<file path="config.mk">
export PLATFORM = sky130hd
export DESIGN_NAME = chopped_window_diff_mean
export DESIGN_NICKNAME = d
export VERILOG_FILES = /design/src/cwdm_pkg.sv /design/src/cwdm_queue.sv /design/src/cwdm_front.sv /design/src/cwdm_back.sv /design/src/chopped_window_diff_mean.sv
export SDC_FILE = /design/constraint.sdc
export NUM_CORES = 1
export LEC_CHECK = 0
export CAP_MARGIN = 20
export CORE_ASPECT_RATIO = 0.75
export CORE_UTILIZATION = 65
export DETAILED_ROUTE_END_ITERATION = 7
export DONT_BUFFER_PORTS = 1
export PLACE_DENSITY_LB_ADDON = 0.05
export SLEW_MARGIN = 20
export SYNTH_ARGS = -nofsm -noshare
export SYNTH_HDL_FRONTEND = slang
export SYNTH_SLANG_ARGS = --single-unit
</file>
<file path="constraint.sdc">
create_clock -name clock -period 12.4 [get_ports clock]
set_input_delay 0.62 -clock clock [delete_from_list [all_inputs] [get_ports clock]]
set_output_delay 0.62 -clock clock [all_outputs]
set_load 0.01 [all_outputs]
</file>
<file path="src/cwdm_pkg.sv">
// ----------------------------------------------------------------------------
// cwdm_pkg: shared types and constants for the chopped window demodulator
// Register indexes, register reset values, the configuration bundle that
// goes to the front end, and the back end state encoding.
// ----------------------------------------------------------------------------
`timescale 1ns / 1ps

package cwdm_pkg;

   // control register port
   localparam int CFG_BITS      = 9;
   localparam int CSR_ADDR_BITS = 2;

   localparam logic [CSR_ADDR_BITS-1:0] CSR_WINDOW_LEN = 2'd0;
   localparam logic [CSR_ADDR_BITS-1:0] CSR_VALID_LEN  = 2'd1;
   localparam logic [CSR_ADDR_BITS-1:0] CSR_START_SIGN = 2'd2;

   localparam logic [CFG_BITS-1:0] WINDOW_LEN_RST = 9'd4;
   localparam logic [CFG_BITS-1:0] VALID_LEN_RST  = 9'd2;
   localparam logic                START_SIGN_RST = 1'b0;

   // configuration as seen by the front end
   typedef struct packed {
      logic [CFG_BITS-1:0] window_len;
      logic [CFG_BITS-1:0] valid_len;
      logic                start_sign;
      logic                start_sign_wr;   // one-cycle pulse on a start_sign write
   } cwdm_cfg_type;

   // back end sequencer
   typedef enum logic [2:0] {
      BK_IDLE,
      BK_MUL,
      BK_PREP,
      BK_DIV,
      BK_SAT,
      BK_OUT
   } cwdm_back_state_type;

endpackage

</file>
<file path="src/cwdm_queue.sv">
// ----------------------------------------------------------------------------
// cwdm_queue: two-entry frame queue
// Flop-based FIFO that holds finished frame sums between the front end and
// the divider back end, so that either side can stall on its own.
// ----------------------------------------------------------------------------
`timescale 1ns / 1ps

module cwdm_queue #(
   parameter int WIDTH = 60
) (
   input  logic             clock,
   input  logic             reset,
   input  logic             push_valid,
   input  logic [WIDTH-1:0] push_data,
   output logic             full,
   input  logic             pop,
   output logic             pop_valid,
   output logic [WIDTH-1:0] pop_data
);

   logic [WIDTH-1:0] entry_ff [2];
   logic             wr_ptr_ff;
   logic             rd_ptr_ff;
   logic [1:0]       count_ff;
   logic             do_push;
   logic             do_pop;

   assign full      = (count_ff == 2'd2);
   assign pop_valid = (count_ff != 2'd0);
   assign pop_data  = entry_ff[rd_ptr_ff];
   assign do_push   = push_valid && !full;
   assign do_pop    = pop && pop_valid;

   // pointers and fill count
   always_ff @(posedge clock) begin
      if (reset) begin
         wr_ptr_ff <= 1'b0;
         rd_ptr_ff <= 1'b0;
         count_ff  <= 2'd0;
      end else begin
         if (do_push) wr_ptr_ff <= ~wr_ptr_ff;
         if (do_pop)  rd_ptr_ff <= ~rd_ptr_ff;
         case ({do_push, do_pop})
            2'b10:   count_ff <= count_ff + 2'd1;
            2'b01:   count_ff <= count_ff - 2'd1;
            default: count_ff <= count_ff;
         endcase
      end
   end

   // storage
   always_ff @(posedge clock) begin
      if (do_push) entry_ff[wr_ptr_ff] <= push_data;
   end

endmodule

</file>
<file path="src/cwdm_front.sv">
// ----------------------------------------------------------------------------
// cwdm_front: sample front end
// Tracks window position and sign, accumulates the valid tail of every
// window and folds closed windows into the frame difference. On the last
// sample of a frame it pushes the frame sum, window count and valid length.
// ----------------------------------------------------------------------------
`timescale 1ns / 1ps

module cwdm_front #(
   parameter int SAMPLE_BITS = 16,
   parameter int WINDOW_BITS = 8,
   parameter int FRAME_BITS  = 16
) (
   input  logic                             clock,
   input  logic                             reset,
   input  cwdm_pkg::cwdm_cfg_type           cfg,
   input  logic                             req_valid,
   output logic                             req_stall,
   input  logic signed [SAMPLE_BITS-1:0]    req_sample,
   input  logic                             req_last_sample,
   output logic                             push_valid,
   output logic [SAMPLE_BITS+FRAME_BITS+2+FRAME_BITS+1
                 +((WINDOW_BITS+1 > cwdm_pkg::CFG_BITS) ? WINDOW_BITS+1
                                                       : cwdm_pkg::CFG_BITS)-1:0]
                                            push_data,
   input  logic                             push_full
);

   localparam int ACC_BITS  = SAMPLE_BITS + FRAME_BITS + 2;
   localparam int PART_BITS = SAMPLE_BITS + WINDOW_BITS + 1;
   localparam int SUM_BITS  = ((ACC_BITS > PART_BITS) ? ACC_BITS : PART_BITS) + 1;
   localparam int FW_BITS   = FRAME_BITS + 1;
   localparam int EW_BITS   = (WINDOW_BITS + 1 > cwdm_pkg::CFG_BITS) ? WINDOW_BITS + 1
                                                                    : cwdm_pkg::CFG_BITS;
   localparam logic [EW_BITS-1:0] WMAX = EW_BITS'(1) << WINDOW_BITS;
   localparam logic signed [ACC_BITS-1:0] ACC_MAX = {1'b0, {(ACC_BITS-1){1'b1}}};
   localparam logic signed [ACC_BITS-1:0] ACC_MIN = {1'b1, {(ACC_BITS-1){1'b0}}};

   logic [WINDOW_BITS-1:0]       pos_ff,  pos_in;
   logic                         sign_ff, sign_in;
   logic signed [ACC_BITS-1:0]   diff_ff, diff_in;
   logic [FW_BITS-1:0]           fw_ff,   fw_in;
   logic signed [PART_BITS-1:0]  part_ff, part_in;

   logic                         accept;
   logic [EW_BITS-1:0]           win_x, val_x, w_eff, v_eff, pos_x;
   logic                         use_smp, close_win, frame_empty;
   logic signed [PART_BITS-1:0]  samp_x, part_add;
   logic signed [SUM_BITS-1:0]   sum;
   logic                         ovf_pos, ovf_neg;
   logic signed [ACC_BITS-1:0]   diff_step;
   logic [FW_BITS-1:0]           fw_step;

   assign accept    = req_valid && !push_full;
   assign req_stall = push_full;

   // effective window and valid lengths
   assign win_x = EW_BITS'(cfg.window_len);
   assign val_x = EW_BITS'(cfg.valid_len);
   assign w_eff = (win_x == '0) ? EW_BITS'(1) : ((win_x > WMAX) ? WMAX : win_x);
   assign v_eff = (val_x > w_eff) ? w_eff : val_x;

   // classify the sample: settling or valid, window closing or not
   assign pos_x     = EW_BITS'(pos_ff);
   assign use_smp   = (pos_x >= (w_eff - v_eff));
   assign close_win = ((pos_x + EW_BITS'(1)) >= w_eff);

   // open-window accumulation
   assign samp_x   = PART_BITS'(req_sample);
   assign part_add = !use_smp ? part_ff
                   : (sign_ff ? (part_ff - samp_x) : (part_ff + samp_x));

   // fold into frame difference with saturation
   assign sum     = SUM_BITS'(diff_ff) + SUM_BITS'(part_add);
   assign ovf_pos = !sum[SUM_BITS-1] && (sum[SUM_BITS-2:ACC_BITS-1] != '0);
   assign ovf_neg =  sum[SUM_BITS-1] && (sum[SUM_BITS-2:ACC_BITS-1] != '1);

   always_comb begin
      if (!close_win) begin
         diff_step = diff_ff;
         fw_step   = fw_ff;
      end else begin
         if (ovf_pos)      diff_step = ACC_MAX;
         else if (ovf_neg) diff_step = ACC_MIN;
         else              diff_step = sum[ACC_BITS-1:0];
         fw_step = (fw_ff == '1) ? fw_ff : fw_ff + FW_BITS'(1);
      end
   end

   assign frame_empty = (pos_ff == '0) && (fw_ff == '0) && (part_ff == '0);

   // next state
   always_comb begin
      pos_in  = pos_ff;
      sign_in = sign_ff;
      diff_in = diff_ff;
      fw_in   = fw_ff;
      part_in = part_ff;
      if (accept) begin
         if (req_last_sample) begin
            pos_in  = '0;
            sign_in = cfg.start_sign;
            diff_in = '0;
            fw_in   = '0;
            part_in = '0;
         end else if (close_win) begin
            pos_in  = '0;
            sign_in = ~sign_ff;
            diff_in = diff_step;
            fw_in   = fw_step;
            part_in = '0;
         end else begin
            pos_in  = pos_ff + WINDOW_BITS'(1);
            part_in = part_add;
         end
      end else if (cfg.start_sign_wr && frame_empty) begin
         sign_in = cfg.start_sign;
      end
   end

   always_ff @(posedge clock) begin
      if (reset) begin
         pos_ff  <= '0;
         sign_ff <= cwdm_pkg::START_SIGN_RST;
         diff_ff <= '0;
         fw_ff   <= '0;
         part_ff <= '0;
      end else begin
         pos_ff  <= pos_in;
         sign_ff <= sign_in;
         diff_ff <= diff_in;
         fw_ff   <= fw_in;
         part_ff <= part_in;
      end
   end

   // frame record to the back end
   assign push_valid = accept && req_last_sample;
   assign push_data  = {diff_step, fw_step, v_eff};

endmodule

</file>
<file path="src/cwdm_back.sv">
// ----------------------------------------------------------------------------
// cwdm_back: frame divider back end
// Pops a frame record, forms half the valid sample count with one multiply,
// divides the difference magnitude by it one quotient bit per cycle,
// restores the sign, saturates and holds the result word for the consumer (a zero divisor gives zero).
// ----------------------------------------------------------------------------
`timescale 1ns / 1ps

module cwdm_back #(
   parameter int SAMPLE_BITS = 16,
   parameter int WINDOW_BITS = 8,
   parameter int FRAME_BITS  = 16
) (
   input  logic                                        clock,
   input  logic                                        reset,
   input  logic                                        q_valid,
   input  logic [SAMPLE_BITS+FRAME_BITS+2+FRAME_BITS+1
                 +((WINDOW_BITS+1 > cwdm_pkg::CFG_BITS) ? WINDOW_BITS+1
                                                       : cwdm_pkg::CFG_BITS)-1:0]
                                                       q_data,
   output logic                                        q_pop,
   output logic                                        rsp_valid,
   input  logic                                        rsp_stall,
   output logic signed [SAMPLE_BITS+FRAME_BITS:0]      rsp_mean_diff,
   output logic                                        rsp_zero_divisor
);

   localparam int ACC_BITS  = SAMPLE_BITS + FRAME_BITS + 2;
   localparam int OUT_BITS  = SAMPLE_BITS + FRAME_BITS + 1;
   localparam int FW_BITS   = FRAME_BITS + 1;
   localparam int EW_BITS   = (WINDOW_BITS + 1 > cwdm_pkg::CFG_BITS) ? WINDOW_BITS + 1
                                                                    : cwdm_pkg::CFG_BITS;
   localparam int PROD_BITS = FW_BITS + EW_BITS;
   localparam int DIV_BITS  = PROD_BITS - 1;
   localparam int CNT_BITS  = $clog2(ACC_BITS);
   localparam logic [ACC_BITS-1:0] NEG_LIM = ACC_BITS'(1) << (OUT_BITS - 1);
   localparam logic signed [OUT_BITS-1:0] OUT_MAX = {1'b0, {(OUT_BITS-1){1'b1}}};
   localparam logic signed [OUT_BITS-1:0] OUT_MIN = {1'b1, {(OUT_BITS-1){1'b0}}};

   cwdm_pkg::cwdm_back_state_type state_ff, state_in;

   logic signed [ACC_BITS-1:0] diff_ff;
   logic [FW_BITS-1:0]         fw_ff;
   logic [EW_BITS-1:0]         v_ff;
   logic [PROD_BITS-1:0]       prod_ff;
   logic [ACC_BITS-1:0]        dvd_ff;
   logic [DIV_BITS-1:0]        rem_ff;
   logic [CNT_BITS-1:0]        cnt_ff;
   logic                       neg_ff;
   logic signed [OUT_BITS-1:0] mean_ff;
   logic                       zero_ff;

   logic [DIV_BITS-1:0]        half;
   logic [ACC_BITS-1:0]        mag;
   logic [DIV_BITS:0]          rem_sh, rem_sub;
   logic                       q_bit;
   logic [ACC_BITS-1:0]        q_neg;
   logic                       ovf_pos, ovf_neg;

   assign half    = prod_ff[PROD_BITS-1:1];
   assign mag     = diff_ff[ACC_BITS-1] ? ACC_BITS'(-diff_ff) : ACC_BITS'(diff_ff);
   assign rem_sh  = {rem_ff, dvd_ff[ACC_BITS-1]};
   assign rem_sub = rem_sh - {1'b0, half};
   assign q_bit   = (rem_sh >= {1'b0, half});
   assign q_neg   = -dvd_ff;
   assign ovf_pos = (dvd_ff[ACC_BITS-1:OUT_BITS-1] != '0);
   assign ovf_neg = (dvd_ff > NEG_LIM);

   // sequencer next state
   always_comb begin
      state_in = state_ff;
      unique case (state_ff)
         cwdm_pkg::BK_IDLE: if (q_valid) state_in = cwdm_pkg::BK_MUL;
         cwdm_pkg::BK_MUL:  state_in = cwdm_pkg::BK_PREP;
         cwdm_pkg::BK_PREP: state_in = (half == '0) ? cwdm_pkg::BK_OUT : cwdm_pkg::BK_DIV;
         cwdm_pkg::BK_DIV:  if (cnt_ff == '0) state_in = cwdm_pkg::BK_SAT;
         cwdm_pkg::BK_SAT:  state_in = cwdm_pkg::BK_OUT;
         cwdm_pkg::BK_OUT:  if (!rsp_stall) state_in = cwdm_pkg::BK_IDLE;
         default:           state_in = cwdm_pkg::BK_IDLE;
      endcase
   end

   // sequencer outputs
   always_comb begin
      q_pop     = 1'b0;
      rsp_valid = 1'b0;
      unique case (state_ff)
         cwdm_pkg::BK_IDLE: q_pop     = q_valid;
         cwdm_pkg::BK_OUT:  rsp_valid = 1'b1;
         default: begin
            q_pop     = 1'b0;
            rsp_valid = 1'b0;
         end
      endcase
   end

   always_ff @(posedge clock) begin
      if (reset) state_ff <= cwdm_pkg::BK_IDLE;
      else       state_ff <= state_in;
   end

   // datapath
   always_ff @(posedge clock) begin
      case (state_ff)
         cwdm_pkg::BK_IDLE: begin
            {diff_ff, fw_ff, v_ff} <= q_data;
         end
         cwdm_pkg::BK_MUL: begin
            prod_ff <= PROD_BITS'(fw_ff) * PROD_BITS'(v_ff);
         end
         cwdm_pkg::BK_PREP: begin
            dvd_ff  <= mag;
            rem_ff  <= '0;
            cnt_ff  <= CNT_BITS'(ACC_BITS - 1);
            neg_ff  <= diff_ff[ACC_BITS-1];
            mean_ff <= '0;
            zero_ff <= (half == '0);
         end
         cwdm_pkg::BK_DIV: begin
            // restoring step: one quotient bit into the dividend LSB
            rem_ff <= q_bit ? rem_sub[DIV_BITS-1:0] : rem_sh[DIV_BITS-1:0];
            dvd_ff <= {dvd_ff[ACC_BITS-2:0], q_bit};
            cnt_ff <= cnt_ff - CNT_BITS'(1);
         end
         cwdm_pkg::BK_SAT: begin
            if (neg_ff) mean_ff <= ovf_neg ? OUT_MIN : q_neg[OUT_BITS-1:0];
            else        mean_ff <= ovf_pos ? OUT_MAX : dvd_ff[OUT_BITS-1:0];
         end
         default: begin
            mean_ff <= mean_ff;
         end
      endcase
   end

   assign rsp_mean_diff    = mean_ff;
   assign rsp_zero_divisor = zero_ff;

endmodule

</file>
<file path="src/chopped_window_diff_mean.sv">
// ----------------------------------------------------------------------------
// chopped_window_diff_mean: square-wave synchronous demodulator
// Takes one sample word per cycle while req_stall is low. Each frame record
// passes the frame queue, then back end states MUL, PREP, DIV and SAT; the result
// word is valid in OUT (a zero divisor skips DIV and SAT). The back end takes one
// frame at a time; a two-word queue absorbs short frames, then the input stalls.
// Synchronous active-high reset: window_len 4, valid_len 2, start_sign 0.
// ----------------------------------------------------------------------------
`timescale 1ns / 1ps

module chopped_window_diff_mean #(
   parameter int SAMPLE_BITS = 16,
   parameter int WINDOW_BITS = 8,
   parameter int FRAME_BITS  = 16
) (
   input  logic                                     clock,
   input  logic                                     reset,
   // sample input
   input  logic                                     req_valid,
   output logic                                     req_stall,
   input  logic signed [SAMPLE_BITS-1:0]            req_sample,
   input  logic                                     req_last_sample,
   // result output
   output logic                                     rsp_valid,
   input  logic                                     rsp_stall,
   output logic signed [SAMPLE_BITS+FRAME_BITS:0]   rsp_mean_diff,
   output logic                                     rsp_zero_divisor,
   // register writes
   input  logic                                     csr_valid,
   output logic                                     csr_ready,
   input  logic [cwdm_pkg::CSR_ADDR_BITS-1:0]       csr_addr,
   input  logic [cwdm_pkg::CFG_BITS-1:0]            csr_wdata
);

   localparam int EW_BITS  = (WINDOW_BITS + 1 > cwdm_pkg::CFG_BITS) ? WINDOW_BITS + 1
                                                                   : cwdm_pkg::CFG_BITS;
   localparam int REC_BITS = (SAMPLE_BITS + FRAME_BITS + 2) + (FRAME_BITS + 1) + EW_BITS;

   logic [cwdm_pkg::CFG_BITS-1:0] window_len_ff;
   logic [cwdm_pkg::CFG_BITS-1:0] valid_len_ff;
   logic                          start_sign_ff;
   logic                          csr_wr;
   cwdm_pkg::cwdm_cfg_type        cfg;

   logic                          push_valid;
   logic [REC_BITS-1:0]           push_data;
   logic                          q_full;
   logic                          q_pop;
   logic                          q_valid;
   logic [REC_BITS-1:0]           q_data;

   // register file
   assign csr_ready = 1'b1;
   assign csr_wr    = csr_valid && csr_ready;

   always_ff @(posedge clock) begin
      if (reset) begin
         window_len_ff <= cwdm_pkg::WINDOW_LEN_RST;
         valid_len_ff  <= cwdm_pkg::VALID_LEN_RST;
         start_sign_ff <= cwdm_pkg::START_SIGN_RST;
      end else if (csr_wr) begin
         unique case (csr_addr)
            cwdm_pkg::CSR_WINDOW_LEN: window_len_ff <= csr_wdata;
            cwdm_pkg::CSR_VALID_LEN:  valid_len_ff  <= csr_wdata;
            cwdm_pkg::CSR_START_SIGN: start_sign_ff <= csr_wdata[0];
            default:                  start_sign_ff <= start_sign_ff;
         endcase
      end
   end

   // start_sign reaches the front together with its write strobe
   always_comb begin
      cfg.window_len    = window_len_ff;
      cfg.valid_len     = valid_len_ff;
      cfg.start_sign    = start_sign_ff;
      cfg.start_sign_wr = 1'b0;
      if (csr_wr && (csr_addr == cwdm_pkg::CSR_START_SIGN)) begin
         cfg.start_sign    = csr_wdata[0];
         cfg.start_sign_wr = 1'b1;
      end
   end

   cwdm_front #(
      .SAMPLE_BITS (SAMPLE_BITS),
      .WINDOW_BITS (WINDOW_BITS),
      .FRAME_BITS  (FRAME_BITS)
   ) u_front (
      .clock           (clock),
      .reset           (reset),
      .cfg             (cfg),
      .req_valid       (req_valid),
      .req_stall       (req_stall),
      .req_sample      (req_sample),
      .req_last_sample (req_last_sample),
      .push_valid      (push_valid),
      .push_data       (push_data),
      .push_full       (q_full)
   );

   cwdm_queue #(
      .WIDTH (REC_BITS)
   ) u_queue (
      .clock      (clock),
      .reset      (reset),
      .push_valid (push_valid),
      .push_data  (push_data),
      .full       (q_full),
      .pop        (q_pop),
      .pop_valid  (q_valid),
      .pop_data   (q_data)
   );

   cwdm_back #(
      .SAMPLE_BITS (SAMPLE_BITS),
      .WINDOW_BITS (WINDOW_BITS),
      .FRAME_BITS  (FRAME_BITS)
   ) u_back (
      .clock            (clock),
      .reset            (reset),
      .q_valid          (q_valid),
      .q_data           (q_data),
      .q_pop            (q_pop),
      .rsp_valid        (rsp_valid),
      .rsp_stall        (rsp_stall),
      .rsp_mean_diff    (rsp_mean_diff),
      .rsp_zero_divisor (rsp_zero_divisor)
   );

   // a frame record is never pushed into a full queue
   assert property (@(posedge clock) disable iff (reset) push_valid |-> !q_full)
      else $error("frame record pushed into full queue");

   // a zero divisor always comes with a zero mean
   assert property (@(posedge clock) disable iff (reset)
                    (rsp_valid && rsp_zero_divisor) |-> (rsp_mean_diff == '0))
      else $error("zero divisor word carries nonzero mean");

   // the back end pops only an occupied queue and never while presenting a word
   assert property (@(posedge clock) disable iff (reset) q_pop |-> (q_valid && !rsp_valid))
      else $error("queue popped while empty or while result pending");

endmodule
</file>
After elaboration in Yosys (flattened, before gate mapping) --
Memories as Yosys holds them, arrays and structs flattened. A register that Yosys moved wholly into a read port is not among the register bits. Index checks and enable logic that the tools add are counted.
Storage, ports and cells: register bits after elaboration 237, bits in latches 0, RAM bits 120, bits in read-only memories 0, logic and storage cells 134, memories 1
Operators by class: add/sub/neg operators 13, multiply operators 1, divide/modulo/power cells 0, magnitude comparators 6, equal/unequal tests 15, shift operators 0, muxes and demuxes 42, bitwise logic cells 4, reduce and logical (&&, ||, !) cells 33
Memories:
- u_queue.entry_ff | depth 2, bits a word 60, read ports 1, clocked after Yosys merged registers in 1, wr ports 1, line cwdm_queue.sv:21 | logic [WIDTH-1:0] entry_ff [2];
Operator list (number):
- $mux W34 | 6
- $mux W25 | 5
- $mux W33 | 3
- $mux W17 | 4
- $pmux W34 S2 | 1
- $pmux W33 S2 | 1
- $logic_not A25 Y1 | 2
- $pmux W25 S2 | 1
- $add A34 B25 Y35 | 1
- $gt A34 B33 Y1 const B | 1
- $neg A34 Y34 | 1
- $neg A33 Y33 | 1
- $mux W9 | 3
- $ge A26 B25 Y1 | 1
- $mul A17 B9 Y26 | 1
- $add A25 B16 Y25 | 1
- $sub A25 B16 Y25 | 1
- $sub A25 B25 Y25 | 1
- $pmux W3 S6 | 1
- $add A17 B1 Y17 const B | 1
- $eq A17 B17 Y1 const B | 1
- $logic_not A17 Y1 | 1
- $mux W8 | 2
- $reduce_bool A2 Y1 | 7
- other kinds (33) | 66

Longest topological paths before layout --
Gate-level depths: netlist of run 1.
depth after elaboration 16, mapped depth 43, mapped depth without buffers 36

Hierarchy --
Synthesis of run 1 repeated with hierarchy kept, for this count alone.
Unflattened totals: cells, all modules 2936, area, all modules 28815.1 um^2
By module, submodules not included:
- cwdm_back | instances 1, cells each 1459, area each 14531.4 um^2, seq. area each 5615.4 um^2
- cwdm_front | instances 1, cells each 1183, area each 8908.5 um^2, seq. area each 1701.6 um^2
- cwdm_queue | instances 1, cells each 213, area each 4539.4 um^2, seq. area each 3703.6 um^2
- chopped_window_diff_mean | instances 1, cells each 81, area each 835.8 um^2, seq. area each 380.4 um^2

Least setup slack after synthesis of run 1 --
OpenSTA, ideal clock, no wires.
path kind register to register, from register window_len_ff[8] (netlist name), to memory u_queue.entry_ff[0][31], data pin, library setup time 0.262 ns, arrival 8.582 ns, slack 3.556 ns, cell stages (with the launch flop) 40, period minus slack after synthesis 8.844 ns, path through dfxtp_1 > clkbuf_1 > nor2b_1 > inv_1 > ha_1 > a21o_1 > a21o_1 > a21oi_1 > nor2_1 > a2111oi_0 > a21o_1 > clkbuf_1 > mux2i_1 > ha_1 > a21oi_1 > o21ai_0 > a21o_1 > a21o_1 > (+4 left out) > o21a_1 > o31a_1 > o211a_1 > clkbuf_1 > buf_1 > clkbuf_1 > mux2_2 > ha_1 > clkbuf_1 > nand4_1 > or3_1 > nor3_1 > a211oi_1 > xor2_1 > or2_2 > clkbuf_1 > o21ai_0 > mux2_2
Between the ends: word-level cells in the longest chain between the ends 14, elaborated cells on any way between the ends 18, classes of those cells 2 x add/sub; 4 x order compare; 7 x mux; 1 x bitwise; 4 x reduce/logical
RTL lines:
- from (decl) | line chopped_window_diff_mean.sv:39 | logic [cwdm_pkg::CFG_BITS-1:0] window_len_ff;
- from (signal assigned) | line chopped_window_diff_mean.sv:58 | window_len_ff <= cwdm_pkg::WINDOW_LEN_RST;
- from (signal assigned) | line chopped_window_diff_mean.sv:63 | cwdm_pkg::CSR_WINDOW_LEN: window_len_ff <= csr_wdata;
- $gt A9 B9 Y1 | line cwdm_front.sv:60 | assign w_eff = (win_x == '0) ? EW_BITS'(1) : ((win_x > WMAX) ? WMAX : win_x);
- $mux W9 | line cwdm_front.sv:60
- $mux W9 * | line cwdm_front.sv:60
- $gt A9 B9 Y1 | line cwdm_front.sv:61 | assign v_eff = (val_x > w_eff) ? w_eff : val_x;
- $mux W9 | line cwdm_front.sv:61
- $sub A9 B9 Y9 | line cwdm_front.sv:65 | assign use_smp = (pos_x >= (w_eff - v_eff));
- $ge A8 B9 Y1 | line cwdm_front.sv:65
- $mux W25 | line cwdm_front.sv:70 | assign part_add = !use_smp ? part_ff
- $add A34 B25 Y35 | line cwdm_front.sv:74 | assign sum = SUM_BITS'(diff_ff) + SUM_BITS'(part_add);
- $not A1 Y1 | line cwdm_front.sv:76 | assign ovf_neg = sum[SUM_BITS-1] && (sum[SUM_BITS-2:ACC_BITS-1] != '1);
- $logic_and A1 B1 Y1 | line cwdm_front.sv:76
- $mux W34 | line cwdm_front.sv:84 | else if (ovf_neg) diff_step = ACC_MIN;
- $mux W34 | line cwdm_front.sv:83 | if (ovf_pos) diff_step = ACC_MAX;
- $mux W34 * | line cwdm_front.sv:79 | if (!close_win) begin
- net push_data[31] | line chopped_window_diff_mean.sv:46 | logic [REC_BITS-1:0] push_data;
- to (decl) | line cwdm_queue.sv:21
Mark *: on every way through the listed nets, which the timed path passes. The rest lies on a longest branch.

Worst setup path in the final report of run 1 --
from register window_len_ff[8] (netlist name), to memory u_queue.entry_ff[0][27], data pin
Between the ends: word-level cells in the longest chain between the ends 14, elaborated cells on any way between the ends 18, classes of those cells 2 x add/sub; 4 x order compare; 7 x mux; 1 x bitwise; 4 x reduce/logical
RTL lines (line):
- $gt A9 B9 Y1 | cwdm_front.sv:60
- $mux W9 | cwdm_front.sv:60
- $mux W9 * | cwdm_front.sv:60
- $gt A9 B9 Y1 | cwdm_front.sv:61
- $mux W9 * | cwdm_front.sv:61
- net push_data[0] | chopped_window_diff_mean.sv:46
- $sub A9 B9 Y9 * | cwdm_front.sv:65
- $ge A8 B9 Y1 * | cwdm_front.sv:65
- $mux W25 * | cwdm_front.sv:70
- $add A34 B25 Y35 * | cwdm_front.sv:74
- $not A1 Y1 | cwdm_front.sv:76
- $logic_and A1 B1 Y1 | cwdm_front.sv:76
- $mux W34 | cwdm_front.sv:84
- $mux W34 * | cwdm_front.sv:83
- $mux W34 * | cwdm_front.sv:79
- net push_data[27] | chopped_window_diff_mean.sv:46
Marks and branches as above.

==> results of run 1 <==
[path summary, 6_finish.rpt]
kind	from	endpoint	slack, ns
worst max-delay path	window_len_ff[8]	u_queue.entry_ff[0][27]	2.49
worst min-delay path	reset	u_front.part_ff[4]	0.13
worst max register to register	window_len_ff[8]	u_queue.entry_ff[0][27]	2.49
worst min register to register	u_front.part_ff[8]	u_front.part_ff[8]	0.51
[metrics by stage]
stage | instance area, sq um | instances | hold slack, ns
finish | 29800 | 3356 | 0.126
global route | 29800 | 3356 | 0.109
CTS | 29800 | 3356 | 0.107
detailed placement | 28400 | 3279 | 0.497
global placement | 28400 | 3279 | 0.477
floorplan | 28000 | 2815 | 0.450
[worst reg2reg max path: cells and delay by family, from the launching register on]
kind | cells | cell delay [ns]
DFF | 1 | 0.43
buffers and inverters | 2 | 0.35
adders and majority gates | 5 | 1.71
xor gates and xnor gates | 3 | 1.54
muxes | 1 | 0.28
and+or+nand+nor | 6 | 1.19
AOI/OAI and AO/OA | 17 | 4.15
[sequential cells by signal, summed over array words and instances (netlist names), 25 cells and up]
register and count:
u_back.rsp_mean_diff 33, u_front.diff_ff 34, u_front.part_ff 25, u_back.diff_ff 34, u_back.dvd_ff 34, u_back.prod_ff 25
u_queue.entry_ff 120, u_back.rem_ff 25
[logic make-up (layout without fill, tap and decap cells)]
family                   Yosys count  after routing  synth area share
XOR/XNOR                         164            164            0.0513
other                              1              1          0.000134
flip-flops                       416            416             0.406
AO/OA/AOI/OAI                    649            649             0.146
buffers and inverters            310            282            0.0422
AND/OR/NAND/NOR                  853            853             0.145
multiplexers                     132            132            0.0510
adder cells (fa/ha/maj)          290            290             0.159
[final cells by class]
cell class                      instances  area, sq um  share of cell area
Clock inverter                         22          189             0.00634
Multi-Input combinational cell       2089        15500               0.521
Timing Repair Buffer                   19          143             0.00479
Sequential cell                       416        11400               0.382
Inverter                              186          698              0.0234
Tap cell                              569          712              0.0239
Clock buffer                           55         1140              0.0383
[cell usage in the layout (no fill, tap or decap), drive strengths merged, types with 24 or more instances in the layout]
cell,count
edfxtp,305
nand2,294
nor2,203
o21ai,193
inv,187
ha,175
a21oi,147
dfxtp,111
fa,110
xnor2,92
mux2,87
xor2,72
and2,71
a21o,60
clkbuf,55
nor3,46
mux2i,45
nand3,44
a31oi,37
o31ai,33
nand4,27
or3,26
nor4,24
[per-layer routing]
| layer | vias up | global-route usage | share of wire |
|---|---|---|---|
| met1 | 9941 | 0.460 | 0.48 |
| li1 | 9963 | - | - |
| met4 | 0 | 0.0701 | 0.018 |
| met2 | 761 | 0.446 | 0.43 |
| met3 | 92 | 0.0451 | 0.075 |
| met5 | - | 0 | 0 |
==> impl_metrics.toml, run 1 <==
[die]
die_area_sq_um = 44000
die_x_um = 242
rows = 65
fp.dieH_um = 182
start_util = 0.663
core_sq_um = 42300
io_pins = 70

[drt]
drc_errors = 0
vias = 20757
dr.pass1.iters = 8
vias_per_cell = 6.19
wire_per_inst_um = 19.6
drt_wl_total_um = 65600
drtIter0Drc = 1643
drtAntennaViolNets = 0

[clock_network]
post_cts_resized = 0
root_buffer = "clkbuf_16"
cts_num_sinks = 416
cts_hold_buffers = 0
postCtsSetupBuffers = 0
clockBufferDepth = 3
clk_pin_slew_ns = 0.07
worstSkewPairLatency_ns = 0.56
numCtsBuffers = 42
h-tree-depth = 2
tritoncts = "built"

[placed_design]
place_congestion = 0.945
port_buffers = 0
pre_cts_slack_ns = 2.66
post-dp-hpwl_um = 48800

[synthesis]
synth_largest_area_cell = "edfxtp_1"
yosys-top-cells-count = "edfxtp_1, nand2_1, nor2_1, o21ai_0, inv_1"
netlist.area_leader.share = 0.327
syn_avg_cell_area_sq_um = 9.95
synth_edf_count = 305
async_flop_share = 0
synth_fp_nets = 3133
synth-seq-cells = 416
syn_area_sq_um = 28000
synth.area.top_cells = "edfxtp_1, dfxtp_1, fa_1"
netlist_instances = 2815
synth_flop_cell = "edfxtp_1"
ys_types = 73
synth.most_common_cell = "edfxtp_1"
synth_warnings = 0
synth-seq-area-share = 0.406

[setup_path]
crit_type = "reg2reg"
worstPathRequired_ns = 12.69
crit_top_cell = "o21ai_0"
critPathCaptureType = "flip-flop"
cp.depth = 34
cp_max_fo = 14
arrival_ns = 10.20
max_stage_delay_ns = 0.78
reg2reg_depth = 34
cp_slowest_cell = "xor2_1"
start_kind = "flip-flop"
crit_buf_inv = 2
critical_path.top_delay_family = "compound AO/OA/AOI/OAI gates"

[final_layout]
drive_gt1_frac = 0.0710
postLayoutCoreUtil = 0.704
fillers = 3164
syn_to_final_growth_pct = 6.28
nets = 3072
diodes = 0

[sta]
fmax_mhz = 101
hold_viol = 0
fin_tns_setup_ns = 0
setup_violations = 0
fin_crit_sh = 0.799
fin_crit_ns = 9.91
worstMarginPinSlew_ns = 1.11
finClkSkew_ns = 0.0141
timing.slew.headroom = 0.257
worst_slack_ns = 2.49
drv_slew = 0
rsz0062_at_grt = "false"

[outcome]
status = "completed"

[global_routing]
overflow = 0
grt_max_degree = 67
grt_pass1_vias = 19813
track_usage = 0.299
grt_pass1_wl_um = 106000
grt_antenna_before_repair = 0

[worst_hold_path]
hp-class = "in2reg"
hold_depth = 1

[flow_run]
maxCapViolCount = 0
Power of run 1 is not shown: default switching activity piles up to over one toggle a cycle in this logic, so the estimate is an artifact.
==> inputs of run 2 (changes only) <==
Settings changed: CORE_UTILIZATION 65 to 59.
Clock period 12.4 ns to 8.8 ns, I/O delays scaled along.
==> run 2 against run 1 <==
  * Critical path depth increased by 2
  * Global-route usage is 2.0 points lower
  * Cell count is 2.4% higher
  * Clock-buffer cell count fell by 2
  * Largest cell class unchanged
  * Sequential share of layout area shrank 0.55 points
  * Routed wire length grew 1.5%
  * Critical path type unchanged
  * First-iteration DRC count up 17%
  * Utilization decreased by 5.4 points
  * Flip-flop and latch count unchanged
==> impl_metrics.toml, run 2 (synthesized netlist as in run 1, its figures left out) <==
[final_layout]
fillers = 3720
final_common_cell = "edfxtp_1"
postLayoutCoreUtil = 0.650
drive_gt1_frac = 0.0837
syn_to_final_growth_pct = 7.83
regMostFlops = "u_queue.entry_ff"
largest_register_ffs = 120
layout_common_cells = "edfxtp_1, nand2_1, nor2_1"
final_cells = 3437
nets = 3093

[sta]
hold_viol = 0
finClkSkew_ns = 0.0176
setup_violations = 0
drv_slew = 0
fin_crit_ns = 8.25
fmax_mhz = 121
fin_crit_sh = 0.937
worstMarginPinSlew_ns = 1.04
rsz0062_at_grt = "false"
timing.slew.headroom = 0.309

[setup_path]
max_stage_delay_ns = 0.48
worst-r2r-setup-slack_ns = 0.55
cp_max_fo = 16
crit_type = "reg2reg"
worstPathRequired_ns = 9.20
cp_slowest_cell = "or4_1"
crit_top_cell = "buf_4"
r2r_end = "u_queue.entry_ff[0][48]"
critPathCaptureType = "flip-flop"
critical_path.top_delay_family = "compound AO/OA/AOI/OAI gates"
arrival_ns = 8.65
crit_buf_inv = 6
reg2reg_from = "window_len_ff[8]"
start_kind = "flip-flop"
reg2reg_depth = 36

[die]
rows = 68
io_pins = 70
die_x_um = 254
start_util = 0.603
die_area_sq_um = 48400
core_sq_um = 46500
fp.dieH_um = 191

[global_routing]
overflow = 0
grt_antenna_before_repair = 0
grt_max_degree = 67
grt_pass1_vias = 19857
grt_pass1_wl_um = 107000
track_usage = 0.279

[placed_design]
port_buffers = 0
place_congestion = 0.950
post-dp-hpwl_um = 49100
dp.cells = 3353

[clock_network]
clk_pin_slew_ns = 0.06
worstSkewPairLatency_ns = 0.57
clockBufferDepth = 3
cts_num_sinks = 416
numCtsBuffers = 42
tritoncts = "built"
root_buffer = "clkbuf_16"
h-tree-depth = 2
postCtsSetupBuffers = 0

[drt]
wire_per_inst_um = 19.4
vias_per_cell = 6.07
vias = 20861
drc_errors = 0
drtAntennaViolNets = 0
drt_wl_total_um = 66600
dr.pass1.iters = 7
drtIter0Drc = 1917

[outcome]
status = "completed"

[worst_hold_path]
min_from = "csr_wdata[4]"
hp-class = "in2reg"
hold_depth = 2
worstHoldEndpoint = "window_len_ff[4]"

[flow_run]
maxCapViolCount = 0
## run 2: cell types whose count changed in the layout (fill, tap and decap cells not counted), sizes merged
| cell | before | now |
|---|---|---|
| bufinv | 3 | 4 |
| clkinvlp | 2 | 1 |
| clkbuf | 55 | 53 |
| diode | 0 | 1 |
| inv | 187 | 192 |
| buf | 19 | 34 |
| clkinv | 16 | 11 |
| dlygate4sd3 | 0 | 6 |
## run 2: worst reg2reg max path, delay by kind of cell (launching register included)
kind / cells / cell delay, ns
AO/OA/AOI/OAI: 14 / 2.53
flip-flops: 1 / 0.41
AND/OR/NAND/NOR: 6 / 1.29
adder cells (fa/ha/maj): 6 / 2.13
buffers and inverters: 6 / 0.96
multiplexers: 2 / 0.45
XOR/XNOR: 2 / 0.31
## run 2: repair_timing
action / 4_1_cts / 5_1_grt
endpoints found under the setup margin: 29 / 101
resized for setup: 2 / 21
endpoints found under the hold margin: 58 / 0
hold buffers: 7 / 0
## run 2: metrics by stage
stage / TNS (ns) / hold WS [ns] / area [sq um] / setup slack (ns)
final: 0 / 0.0333 / 30200 / 0.553
after global routing: 0 / 0.0124 / 30200 / 0.0410
after CTS: 0 / 0.00000261 / 30100 / 0.00441
after detailed placement: -1.04 / 0.483 / 28600 / -0.118
after global placement: -0.0774 / 0.477 / 28600 / -0.0387
after floorplan: 0 / 0.450 / 28000 / 0.0975
## run 2: area by class of cell
cell class | count | area, sq um | area share
multi-input cells | 2089 | 15600 | 0.516
flip-flops and latches | 416 | 11400 | 0.377
clock buffers | 53 | 1140 | 0.0378
well taps | 630 | 788 | 0.0261
inverters | 186 | 698 | 0.0231
repair buffers | 40 | 355 | 0.0118
clock inverters | 22 | 249 | 0.00824
diodes | 1 | 2.50 | 0.0000828
## run 2: metal layers
layer	global-route usage	vias up	share of wire
met5	0	-	0
met4	0.0938	0	0.029
met3	0.0453	125	0.072
met2	0.396	707	0.41
met1	0.430	10018	0.49
li1	-	10011	-
## run 2: worst max path at each step
stage                           startpoint                 endpoint  slack, ns  cells after the start
after floorplan           window_len_ff[8]  u_queue.entry_ff[0][31]        0.1                     39
after global placement    window_len_ff[8]  u_queue.entry_ff[1][48]      -0.04                     36
after detailed placement  window_len_ff[8]  u_queue.entry_ff[0][48]      -0.12                     36
after CTS                 window_len_ff[8]  u_queue.entry_ff[0][31]      0.004                     36
after global routing      window_len_ff[8]  u_queue.entry_ff[0][48]       0.04                     36
final                     window_len_ff[8]  u_queue.entry_ff[0][48]       0.55                     36
Power of run 2 is left out for the same reason.
